===== config.mk =====
export PLATFORM = sky130hd
export DESIGN_NAME = ahfc_byte_check
export DESIGN_NICKNAME = d
export VERILOG_FILES = /design/src/rtl/core/ahfc_pkg.sv /design/src/rtl/core/ahfc_byte_check.sv
export SDC_FILE = /design/constraint.sdc
export NUM_CORES = 1
export LEC_CHECK = 0
export ABC_AREA = 1
export BUFFER_PORTS_ARGS = -buffer_cell sky130_fd_sc_hd__buf_2
export CAP_MARGIN = 20
export CORE_MARGIN = 2
export CORE_UTILIZATION = 64
export DETAILED_ROUTE_END_ITERATION = 10
export PLACE_DENSITY = 0.83
export SLEW_MARGIN = 20
export SYNTH_ARGS = -nofsm -noshare
export SYNTH_HDL_FRONTEND = slang
export SYNTH_SLANG_ARGS = --single-unit

===== constraint.sdc =====
create_clock -name vclk -period 3.4
set_clock_uncertainty 0.1 [all_clocks]
set_input_delay 0.17 -clock vclk [all_inputs]
set_output_delay 0.17 -clock vclk [all_outputs]
set_load 0.03 [all_outputs]

===== src/rtl/core/ahfc_pkg.sv =====
// Package for the application header format checker: byte classes, header text and helpers.
package ahfc_pkg;

  localparam int unsigned WORD_W = 16;
  localparam int unsigned BYTE_W = 8;
  localparam int unsigned POS_W  = 6;   // word index within a header
  localparam int unsigned BPOS_W = 7;   // byte index within a header
  localparam int unsigned DESC_W = 16;
  localparam int unsigned NIB_W  = 4;

  localparam logic [POS_W-1:0] LAST_WORD     = 6'd63;
  localparam logic [POS_W-1:0] HEX_WORD_LO   = 6'd62;

  localparam logic [BYTE_W-1:0] PRINT_LO = 8'h20;
  localparam logic [BYTE_W-1:0] PRINT_HI = 8'h7E;
  localparam logic [BYTE_W-1:0] CHR_SPACE = 8'h20;
  localparam logic [BYTE_W-1:0] CHR_DASH  = 8'h2D;
  localparam logic [BYTE_W-1:0] CHR_DOT   = 8'h2E;
  localparam logic [BYTE_W-1:0] CHR_A     = 8'h41;
  localparam logic [BYTE_W-1:0] CHR_S     = 8'h53;

  localparam logic [15:0] MAGIC_TEXT = "RP";
  localparam logic [87:0] AUTH_TEXT  = "\n\nAppAuth: ";
  localparam logic [79:0] NAME_TEXT  = "\nAppName: ";
  localparam logic [79:0] VER_TEXT   = "\nVersion: ";
  localparam logic [79:0] ENG_TEXT   = "\nEngSpec: ";
  localparam logic [79:0] DESC_TEXT  = "\nDescOff: ";

  typedef enum logic [2:0] {
    CLS_LIT,
    CLS_TYPE,
    CLS_UID_FIRST,
    CLS_UID,
    CLS_PRINT,
    CLS_DIGIT,
    CLS_HEX
  } byte_class_t;

  // Result of one byte check.
  typedef struct packed {
    logic             ok;
    logic [NIB_W-1:0] nibble;
  } byte_check_t;

  function automatic logic in_span(logic [BPOS_W-1:0] p, logic [BPOS_W-1:0] lo,
                                   logic [BPOS_W-1:0] hi);
    return (p >= lo) && (p <= hi);
  endfunction

  function automatic byte_class_t class_of(logic [BPOS_W-1:0] p);
    byte_class_t c;
    c = CLS_HEX;
    if (p == 7'd2)                                      c = CLS_TYPE;
    else if (p == 7'd14)                                c = CLS_UID_FIRST;
    else if (in_span(p, 7'd15, 7'd29))                  c = CLS_UID;
    else if (in_span(p, 7'd40, 7'd73))                  c = CLS_PRINT;
    else if (p == 7'd86 || p == 7'd90 || p == 7'd106 || p == 7'd110) c = CLS_LIT;
    else if (in_span(p, 7'd84, 7'd93) || in_span(p, 7'd104, 7'd113)) c = CLS_DIGIT;
    else if (p <= 7'd123)                               c = CLS_LIT;
    return c;
  endfunction

  // Expected byte at a literal position; first character sits in the text's top byte.
  function automatic logic [BYTE_W-1:0] lit_byte(logic [BPOS_W-1:0] p);
    logic [BYTE_W-1:0] b;
    logic [BPOS_W-1:0] k;
    b = CHR_DOT;
    k = '0;
    if (p <= 7'd1) begin
      k = p;
      b = MAGIC_TEXT[(4'd1 - k[3:0]) * 8 +: 8];
    end else if (in_span(p, 7'd3, 7'd13)) begin
      k = p - 7'd3;
      b = AUTH_TEXT[(4'd10 - k[3:0]) * 8 +: 8];
    end else if (in_span(p, 7'd30, 7'd39)) begin
      k = p - 7'd30;
      b = NAME_TEXT[(4'd9 - k[3:0]) * 8 +: 8];
    end else if (in_span(p, 7'd74, 7'd83)) begin
      k = p - 7'd74;
      b = VER_TEXT[(4'd9 - k[3:0]) * 8 +: 8];
    end else if (in_span(p, 7'd94, 7'd103)) begin
      k = p - 7'd94;
      b = ENG_TEXT[(4'd9 - k[3:0]) * 8 +: 8];
    end else if (in_span(p, 7'd114, 7'd123)) begin
      k = p - 7'd114;
      b = DESC_TEXT[(4'd9 - k[3:0]) * 8 +: 8];
    end
    return b;
  endfunction

  function automatic logic is_digit(logic [BYTE_W-1:0] b);
    return (b >= 8'h30) && (b <= 8'h39);
  endfunction

  function automatic logic is_hex(logic [BYTE_W-1:0] b);
    return is_digit(b) || ((b >= 8'h41) && (b <= 8'h46));
  endfunction

  // Value of an uppercase hex digit; 'A' has low nibble 1.
  function automatic logic [NIB_W-1:0] hex_value(logic [BYTE_W-1:0] b);
    return is_digit(b) ? b[NIB_W-1:0] : (b[NIB_W-1:0] + 4'd9);
  endfunction

endpackage


===== src/rtl/core/ahfc_byte_check.sv =====
// Checks one header byte against the rule for its byte position.
module ahfc_byte_check (
  input  logic [ahfc_pkg::BPOS_W-1:0] pos,
  input  logic [ahfc_pkg::BYTE_W-1:0] data,
  output ahfc_pkg::byte_check_t       result
);

  ahfc_pkg::byte_class_t cls;
  logic                  uid_char;

  assign cls = ahfc_pkg::class_of(pos);

  assign uid_char = ((data >= 8'h61) && (data <= 8'h7A)) ||
                    ((data >= 8'h41) && (data <= 8'h5A)) ||
                    ahfc_pkg::is_digit(data) || (data == ahfc_pkg::CHR_DASH);

  always_comb begin
    result.nibble = ahfc_pkg::hex_value(data);
    unique case (cls)
      ahfc_pkg::CLS_LIT:       result.ok = (data == ahfc_pkg::lit_byte(pos));
      ahfc_pkg::CLS_TYPE:      result.ok = (data == ahfc_pkg::CHR_A) ||
                                           (data == ahfc_pkg::CHR_S);
      ahfc_pkg::CLS_UID_FIRST: result.ok = uid_char;
      ahfc_pkg::CLS_UID:       result.ok = uid_char || (data == ahfc_pkg::CHR_SPACE);
      ahfc_pkg::CLS_PRINT:     result.ok = (data >= ahfc_pkg::PRINT_LO) &&
                                           (data <= ahfc_pkg::PRINT_HI);
      ahfc_pkg::CLS_DIGIT:     result.ok = ahfc_pkg::is_digit(data);
      ahfc_pkg::CLS_HEX:       result.ok = ahfc_pkg::is_hex(data);
      default:                 result.ok = 1'b0;
    endcase
  end

endmodule


# [After elaboration in Yosys (flattened, before gate mapping)]
# Index checks and enable logic that the tools add are counted.
[word_totals] out_inout_bits=5 reg_bits=0 ram_bits=0 latch_bits=0 wordCells=104 input_bits=15 mem_count=0 mem_bits_ro=0
[classes] n_reduce_logical=25 bitwise_logic=0 eq_ne=17 n_shift=6 muxes=16 n_mul=0 n_div=0 addsub=12 n_lt_le_gt_ge=28
[op_table] operator="variable part select 80 x 33 -> 8 bit, first input constant" count=4
[op_table] operator="variable part select 88 x 33 -> 8 bit, first input constant" count=1
[op_table] operator="two-way mux 8 bit" count=7
[op_table] operator="less-or-equal comparator 7 bit, second input constant" count=6
[op_table] operator="greater-or-equal comparator 7 bit, second input constant" count=5
[op_table] operator="variable part select 16 x 33 -> 8 bit, first input constant" count=1
[op_table] operator="less-or-equal comparator 8 x 7 -> 1 bit, second input constant" count=4
[op_table] operator="== test 7 bit, second input constant" count=4
[op_table] operator="subtractor 4 x 4 -> 5 bit, first input constant" count=5
[op_table] operator="two-way mux 3 bit" count=7
[op_table] operator="== test 8 x 6 -> 1 bit, second input constant" count=2
[op_table] operator="== test 8 x 7 -> 1 bit, second input constant" count=2
[op_table] operator="greater-or-equal comparator 8 x 6 -> 1 bit, second input constant" count=2
[op_table] operator="greater-or-equal comparator 8 x 7 -> 1 bit, second input constant" count=2
[op_table] operator="logical AND 1 bit" count=14
[op_table] operator="subtractor 4 bit, second input constant" count=3
[op_table] operator="logical OR 1 bit" count=10
[op_table] operator="== test 3 bit, second input constant" count=3
[op_table] operator="== test 8 bit" count=1
[op_table] operator="less-or-equal comparator 8 x 6 -> 1 bit, second input constant" count=1
[op_table] operator="subtractor 4 x 2 -> 4 bit, second input constant" count=2
[op_table] operator="== test 7 x 2 -> 1 bit, second input constant" count=1
[op_table] operator="== test 7 x 4 -> 1 bit, second input constant" count=1
[op_table] operator="greater-or-equal comparator 7 x 2 -> 1 bit, second input constant" count=1
[op_table] operator="14 further kinds" count=15

# [Logic depth before layout (Yosys ltp)]
# Gate-level depths: netlist of run 1.
[logic_depth] word_depth=13 ltp_mapped=21 depth_no_buf=20

# [Worst setup path after synthesis of run 1]
# Ideal clock, no wire load.
[synth_path] path_type="input -> output" from="input port pos[1] (netlist name)" to="output port result[4] (netlist name)" setup_slack_ns=0.747 arrival_ns=2.383 path_stages=18 path_buffers=1 required_time_ns=3.130 cell_sequence="buf_2 > clkinv_1 > ha_1 > inv_2 > nand2_1 > inv_1 > nand2_1 > o21ai_0 > nor2_1 > a21oi_1 > nand2_1 > nor2_2 > nand3_1 > nand2_1 > nand3_1 > nor2_1 > nand2_1 > nand2_1"
[synth_rtl] element="from (decl)" line_no="ahfc_byte_check.sv:3" text="input logic [ahfc_pkg::BPOS_W-1:0] pos,"
[synth_rtl] element="to (decl)" line_no="ahfc_byte_check.sv:5" text="output ahfc_pkg::byte_check_t result"

==> flow_summary.ini, run 1 <==
[finish]
fin_nets = 470
fillers = 319
final-instance-count-excl-fill = 482
synthToLayoutAreaGrowth_pct = 5.55
ff_latch_area_um2 = 0
drive_gt1_frac = 0.151
seq_cells = 0
multi_input_comb_area_um2 = 1880
nClkBuffers = 0
n_antenna_cell = 0
final_area_um2 = 2240

[clock_tree]
cts_setup_buffers = 0
cts_resized = 0
ctsHoldBuffers = 0

[critical_path]
cp_cell_sequence = buf_2 > inv_2 > ha_1 > inv_2 > nand2_1 > inv_1 > nand2_1 > nand3_1 > nand2_1 > nor2_1 > nand2_1 > nand3_1 > nor2_1 > nand3_1 > nand2_1 > nand2_1 > nand2_1 > nor2_1 > nand2_1 > nand2_1 > buf_2
critPathMaxFanout = 10
cpPeakStageDelay_ps = 410
slowest_stage = ha_1
cp.required_ps = 3130
arrival_ps = 2670
critPathKind = in -> out
end_kind = primary output
cp-start-kind = input pin
critical_path.most_common_cell = nand2_1

[power_and_ir_drop]
peakVddDrop_mv = 0.0896
total_power_uw = 363
p_per_area_nw_per_um2 = 162
p_leak_uw = 0.00124

[job]
cap_violations = 0

[synth]
postSynthCellCount = 422
yosysSeqAreaShare = 0
yosysTopAreaCell = nand2_1
ys_top_cells_by_area = nand2_1 (27%), nand3_1 (12%), ha_1 (8.9%)
ys_warn_count = 0
synth.most_common_cell = nand2_1
avgSynthCellArea_um2 = 5.02
syn-cell-area_um2 = 2120
synthTopCellsByCount = nand2_1 (150), nand3_1 (51), nor2_1 (49)
post-synth-top-area-fraction = 0.266
synth_fp_nets = 452
yosysUniqueCellTypes = 36

[sta]
rsz0062_at_grt = false
timing.final.crit_period_ps = 2940
fmax_mhz = 340
tightest_slew_ps = 424
drv_slew = 0
relSlewSlack = 0.716
whs_ps = 654
setup_viol = 0
hold_viol_final = 0
fin_tns_setup_ps = 0
period_share = 0.866

[placement]
dp_hpwl_um = 5340
dp_cells = 482
dpl_cell_area_um2 = 2240
port_buffers = 20
gp_congestion = 1.14

[grt]
gr-total-overflow = 0
grt_util_all_layers = 0.353
grt_pass1_wl_um = 10400
grt_pass1_vias = 2370
grt_start_max_net_pins = 22
antenna_found_initial = 0

[routing]
drcViolationCount = 0
routed_wl_um = 6560
first_pass_iters = 6
viasPerCell = 6.06
num_vias = 2920
drtIter0Drc = 500
antenna_left = 0
wire_per_inst_um = 13.6

[min_path]
hold_path.class = in -> out

[die]
dieArea_um2 = 3790
chipWidth_um = 61.5
coreArea_um2 = 3100
die_y_um = 61.5
start_util = 0.683
rows = 20
io_pins = 20

[status]
status = finished, final reports clean
==> final cells by class <==
| cell class | count | area share |
|---|---|---|
| Timing Repair Buffer | 23 | 0.0548 |
| Multi-Input combinational cell | 367 | 0.840 |
| Tap cell | 44 | 0.0246 |
| Inverter | 48 | 0.0805 |
==> cell families (layout without fill, tap and decap cells) <==
kind of cell,count (synthesis),count (layout),share of synthesized area
buffers and inverters,55,71,0.113
AND/OR/NAND/NOR,300,300,0.649
AO/OA/AOI/OAI,49,49,0.136
adder cells (fa/ha/maj),15,15,0.0885
XOR/XNOR,3,3,0.0124
==> critical path, delay by kind of cell <==
| kind | cells | cell delay [ps] |
|---|---|---|
| adders and majority gates | 1 | 410 |
| and+or+nand+nor | 15 | 1340 |
| buffers and inverters | 5 | 740 |
==> where the power goes <==
part | internal [uW] | switching [uW]
Sequential | 0 | 0
Combinational | 112 | 251
Clock | 0 | 0
==> placed cells by master (no fill, tap or decap), types with 9 or more instances in the layout <==
cell type and n:
nor2_1 49, a21oi_1 14, o21ai_0 16, nand3_1 51, inv_2 11, ha_1 15, nand4_1 9, nand2_1 150
buf_2 20, nand2_2 14, inv_1 36
==> final timing paths <==
kind	startpoint	end	slack (ps)	cells past startpoint
worst min-delay path	data[3]	result[3]	650	3
worst max-delay path	pos[2]	result[4]	460	21
==> metal layers <==
| metal | track usage | vias up | share of wire |
|---|---|---|---|
| li1 | - | 1412 | - |
| met1 | 0.476 | 1271 | 0.41 |
| met2 | 0.603 | 200 | 0.45 |
| met3 | 0.0336 | 37 | 0.094 |
| met4 | 0.0821 | 0 | 0.039 |
| met5 | 0 | - | 0 |
==> stage by stage <==
stage	utilization	setup slack, ps
finish	0.721	455
CTS	0.721	544
global placement	0.721	537
floorplan	-	747
global route	0.721	192
detailed placement	0.721	554
(Power assumes the default switching activity.)
==> run 2, diff against run 1 <==
--- a/config.mk
+++ b/config.mk
@@ -8,10 +8,12 @@
 export ABC_AREA = 1
 export BUFFER_PORTS_ARGS = -buffer_cell sky130_fd_sc_hd__buf_2
 export CAP_MARGIN = 20
+export CORE_ASPECT_RATIO = 2
 export CORE_MARGIN = 2
 export CORE_UTILIZATION = 64
 export DETAILED_ROUTE_END_ITERATION = 10
 export PLACE_DENSITY = 0.83
+export RECOVER_POWER = 50
 export SLEW_MARGIN = 20
 export SYNTH_ARGS = -nofsm -noshare
 export SYNTH_HDL_FRONTEND = slang
==> flow_summary.ini, run 2 (synthesis results as in run 1) <==
[status]
status = finished, final reports clean

[grt]
grt_pass1_wl_um = 12400
grt_pass1_vias = 2765
grt_start_max_net_pins = 15
grt_util_all_layers = 0.423
gr-total-overflow = 0
antenna_found_initial = 0

[critical_path]
cp.required_ps = 3130
critPathKind = in -> out
end_kind = primary output
critPathMaxFanout = 14
cp-startpoint = pos[1]
arrival_ps = 2810
cp-start-kind = input pin

[finish]
nClkBuffers = 0
seq_cells = 0
ff_latch_area_um2 = 0
fin_nets = 472
synthToLayoutAreaGrowth_pct = 5.37
fillers = 353
final_common_cell = nand2_1
final_cell_mix = nand2_1 (150), nand3_1 (51), nor2_1 (49), inv_1 (36), buf_2 (18)
final_area_um2 = 2230
n_antenna_cell = 0
drive_gt1_frac = 0.150

[die]
start_util = 0.671
die_y_um = 85.4
dieArea_um2 = 3820
rows = 29
coreArea_um2 = 3160
io_pins = 20
chipWidth_um = 44.7

[clock_tree]
cts_resized = 0
cts_setup_buffers = 0
ctsHoldBuffers = 0

[routing]
num_vias = 2908
viasPerCell = 6.17
drtIter0Drc = 177
first_pass_iters = 8
wire_per_inst_um = 16.0
routed_wl_um = 7560
antenna_left = 0
drcViolationCount = 0

[sta]
hold_viol_final = 0
fin_tns_setup_ps = 0
tightest_slew_ps = 462
timing.final.crit_period_ps = 3080
drv_slew = 0
fmax_mhz = 324
period_share = 0.907
setup_viol = 0
relSlewSlack = 0.689
rsz0062_at_grt = false

[power_and_ir_drop]
peakVddDrop_mv = 0.105
p_per_area_nw_per_um2 = 167
p_leak_uw = 0.00124

[placement]
port_buffers = 20
dpl_cell_area_um2 = 2240
dp_hpwl_um = 6210
gp_congestion = 1.10

[min_path]
hp-start = data[3]
hold_path.class = in -> out

[job]
cap_violations = 0
-- run 2: cell count changes in the layout (fill, tap and decap cells not counted), sizes merged --
cell / delta
clkbuf: +2
-- run 2: worst max-delay path, stage by stage --
cell	delay [ps]
buf_2	90
buf_4	210
ha_1	330
nand2_2	160
nand2_2	170
nand2_4	70
nand2_4	160
nand2_1	90
o21ai_0	170
nand2_1	90
nand2_1	80
nand4_1	100
o21bai_1	380
nand3_1	130
nand2_1	90
nor2_1	40
nand2_1	60
nand2_1	40
buf_2	190
-- run 2: final timing paths --
kind,end,slack [ps],depth (start not counted)
worst max-delay path,result[4],320,19
worst min-delay path,result[3],670,3
-- run 2: layer usage --
| layer | vias up | global-route usage | wire length [um] | part of all wire |
|---|---|---|---|---|
| li1 | 1418 | - | - | - |
| met1 | 1273 | 0.427 | 2500 | 0.33 |
| met2 | 166 | 0.769 | 3960 | 0.52 |
| met3 | 51 | 0.0532 | 528 | 0.070 |
| met4 | 0 | 0.242 | 572 | 0.076 |
| met5 | - | 0 | 0 | 0 |
-- run 2: stage by stage --
stage                     std cells  setup slack (ps)  power (uW)  hold WS, ps   util
final                           471               318         372          667  0.707
after global routing            471              63.3         412          684  0.707
after CTS                       471               480         360          659  0.708
after detailed placement        471               480         359          659  0.708
after global placement          471               507         355          653  0.708
after floorplan                 422               747         272          416      -
-- run 2: final cells by class --
cell class / count / area, um^2 / share of cell area
timing repair buffer: 25 / 135 / 0.0605
multi-input combinational: 367 / 1880 / 0.841
inverter: 48 / 180 / 0.0807
tap: 31 / 38.8 / 0.0174
-- run 2: power by group --
part / total [uW] / internal [uW] / switching [uW]
logic: 372 / 114 / 259
clock network: 0 / 0 / 0
registers: 0 / 0 / 0
total: 372 / 114 / 259
==> run 3, diff against run 2 <==
--- a/config.mk
+++ b/config.mk
@@ -6,14 +6,14 @@
 export NUM_CORES = 1
 export LEC_CHECK = 0
 export ABC_AREA = 1
-export BUFFER_PORTS_ARGS = -buffer_cell sky130_fd_sc_hd__buf_2
 export CAP_MARGIN = 20
 export CORE_ASPECT_RATIO = 2
 export CORE_MARGIN = 2
-export CORE_UTILIZATION = 64
+export CORE_UTILIZATION = 65
 export DETAILED_ROUTE_END_ITERATION = 10
-export PLACE_DENSITY = 0.83
-export RECOVER_POWER = 50
+export DONT_BUFFER_PORTS = 1
+export PLACE_DENSITY = 0.79
+export RECOVER_POWER = 25
 export SLEW_MARGIN = 20
 export SYNTH_ARGS = -nofsm -noshare
 export SYNTH_HDL_FRONTEND = slang
==> flow_summary.ini, run 3 (synthesis results as in run 1) <==
[die]
dieArea_um2 = 3760
start_util = 0.671
coreArea_um2 = 3160
io_pins = 20
rows = 29
chipWidth_um = 44.4
die_y_um = 84.8

[finish]
final_cell_mix = nand2_1 (150), nand3_1 (51), nor2_1 (49), inv_1 (36), o21ai_0 (16)
nClkBuffers = 0
multi_input_comb_area_um2 = 1880
final_common_cell = nand2_1
ff_latch_area_um2 = 0
drive_gt1_frac = 0.104
seq_cells = 0
final-instance-count-excl-fill = 446
synthToLayoutAreaGrowth_pct = -1.00
fillers = 330
fin_nets = 447
n_antenna_cell = 0

[sta]
setup_viol = 0
timing.final.crit_period_ps = 3050
hold_viol_final = 0
fin_tns_setup_ps = 0
tightest_slew_ps = 938
timing.final.ws_setup_ps = 353
fmax_mhz = 328
rsz0062_at_grt = false
period_share = 0.896
relSlewSlack = 0.368
drv_slew = 0

[placement]
dp_slack_ps = 444
dp_cells = 446
dp_hpwl_um = 5520
port_buffers = 0
gp_congestion = 0.977

[critical_path]
cp.required_ps = 3130
arrival_ps = 2780
critPathMaxFanout = 15
critPathKind = in -> out
cp-start-kind = input pin
end_kind = primary output

[status]
status = finished, final reports clean

[power_and_ir_drop]
p_leak_uw = 0.00114
total_power_uw = 329
peakVddDrop_mv = 0.103
p_per_area_nw_per_um2 = 157

[routing]
viasPerCell = 6.18
routed_wl_um = 6680
num_vias = 2758
wire_per_inst_um = 15.0
antenna_left = 0
met1_length_um = 2390
dr_wl_met2_um = 3390
highest_layer = met4
drcViolationCount = 0
drtIter0Drc = 178
route.met3.wl_um = 377
first_pass_iters = 5

[grt]
grt_util_all_layers = 0.376
grt_start_max_net_pins = 22
gr-total-overflow = 0
grt_pass1_wl_um = 11300
grt_pass1_vias = 2671
antenna_found_initial = 0

[job]
cap_violations = 0

[clock_tree]
cts_setup_buffers = 0
ctsHoldBuffers = 0
cts_resized = 0

[min_path]
hold_path.class = in -> out
-- run 3: worst paths after layout --
check | endpoint | slack (ps) | cells past startpoint | startpoint
setup / recovery | result[4] | 350 | 17 | pos[1]
hold / removal | result[0] | 420 | 1 | data[0]
-- run 3: routing by layer --
layer,GRT usage,vias up
li1,-,1360
met1,0.383,1202
met2,0.689,146
met3,0.0301,50
met4,0.226,0
met5,0,-
-- run 3: cell type report --
cell class,instances,area share
Multi-Input combinational cell,367,0.896
Inverter,48,0.0859
Tap cell,31,0.0185
-- run 3: critical path, cell delays in order --
cell and delay [ps]:
clkinv_1 220, ha_1 480, nor2_1 370, nor2_2 160
inv_1 160, nand2_1 110, nand3_1 100, nand2_1 50
nand2_1 90, nand3_1 120, nor2_1 160, nor3_1 60
nor2_1 90, nand2_1 60, nor2_1 80, nand2_1 50
nand2_1 220
-- run 3: through the flow --
stage / hold slack, ps / utilization / instance area, um^2
floorplan: 416 / - / 2120
global placement: 425 / 0.665 / 2100
detailed placement: 421 / 0.665 / 2100
CTS: 421 / 0.665 / 2100
global route: 427 / 0.665 / 2100
finish: 419 / 0.665 / 2100
-- run 3: power by group --
| part | leakage (uW) | total [uW] | internal [uW] | switching [uW] |
|---|---|---|---|---|
| clock | 0 | 0 | 0 | 0 |
| combinational | 0.00114 | 329 | 101 | 228 |
| sequential | 0 | 0 | 0 | 0 |
| total | 0.00114 | 329 | 101 | 228 |
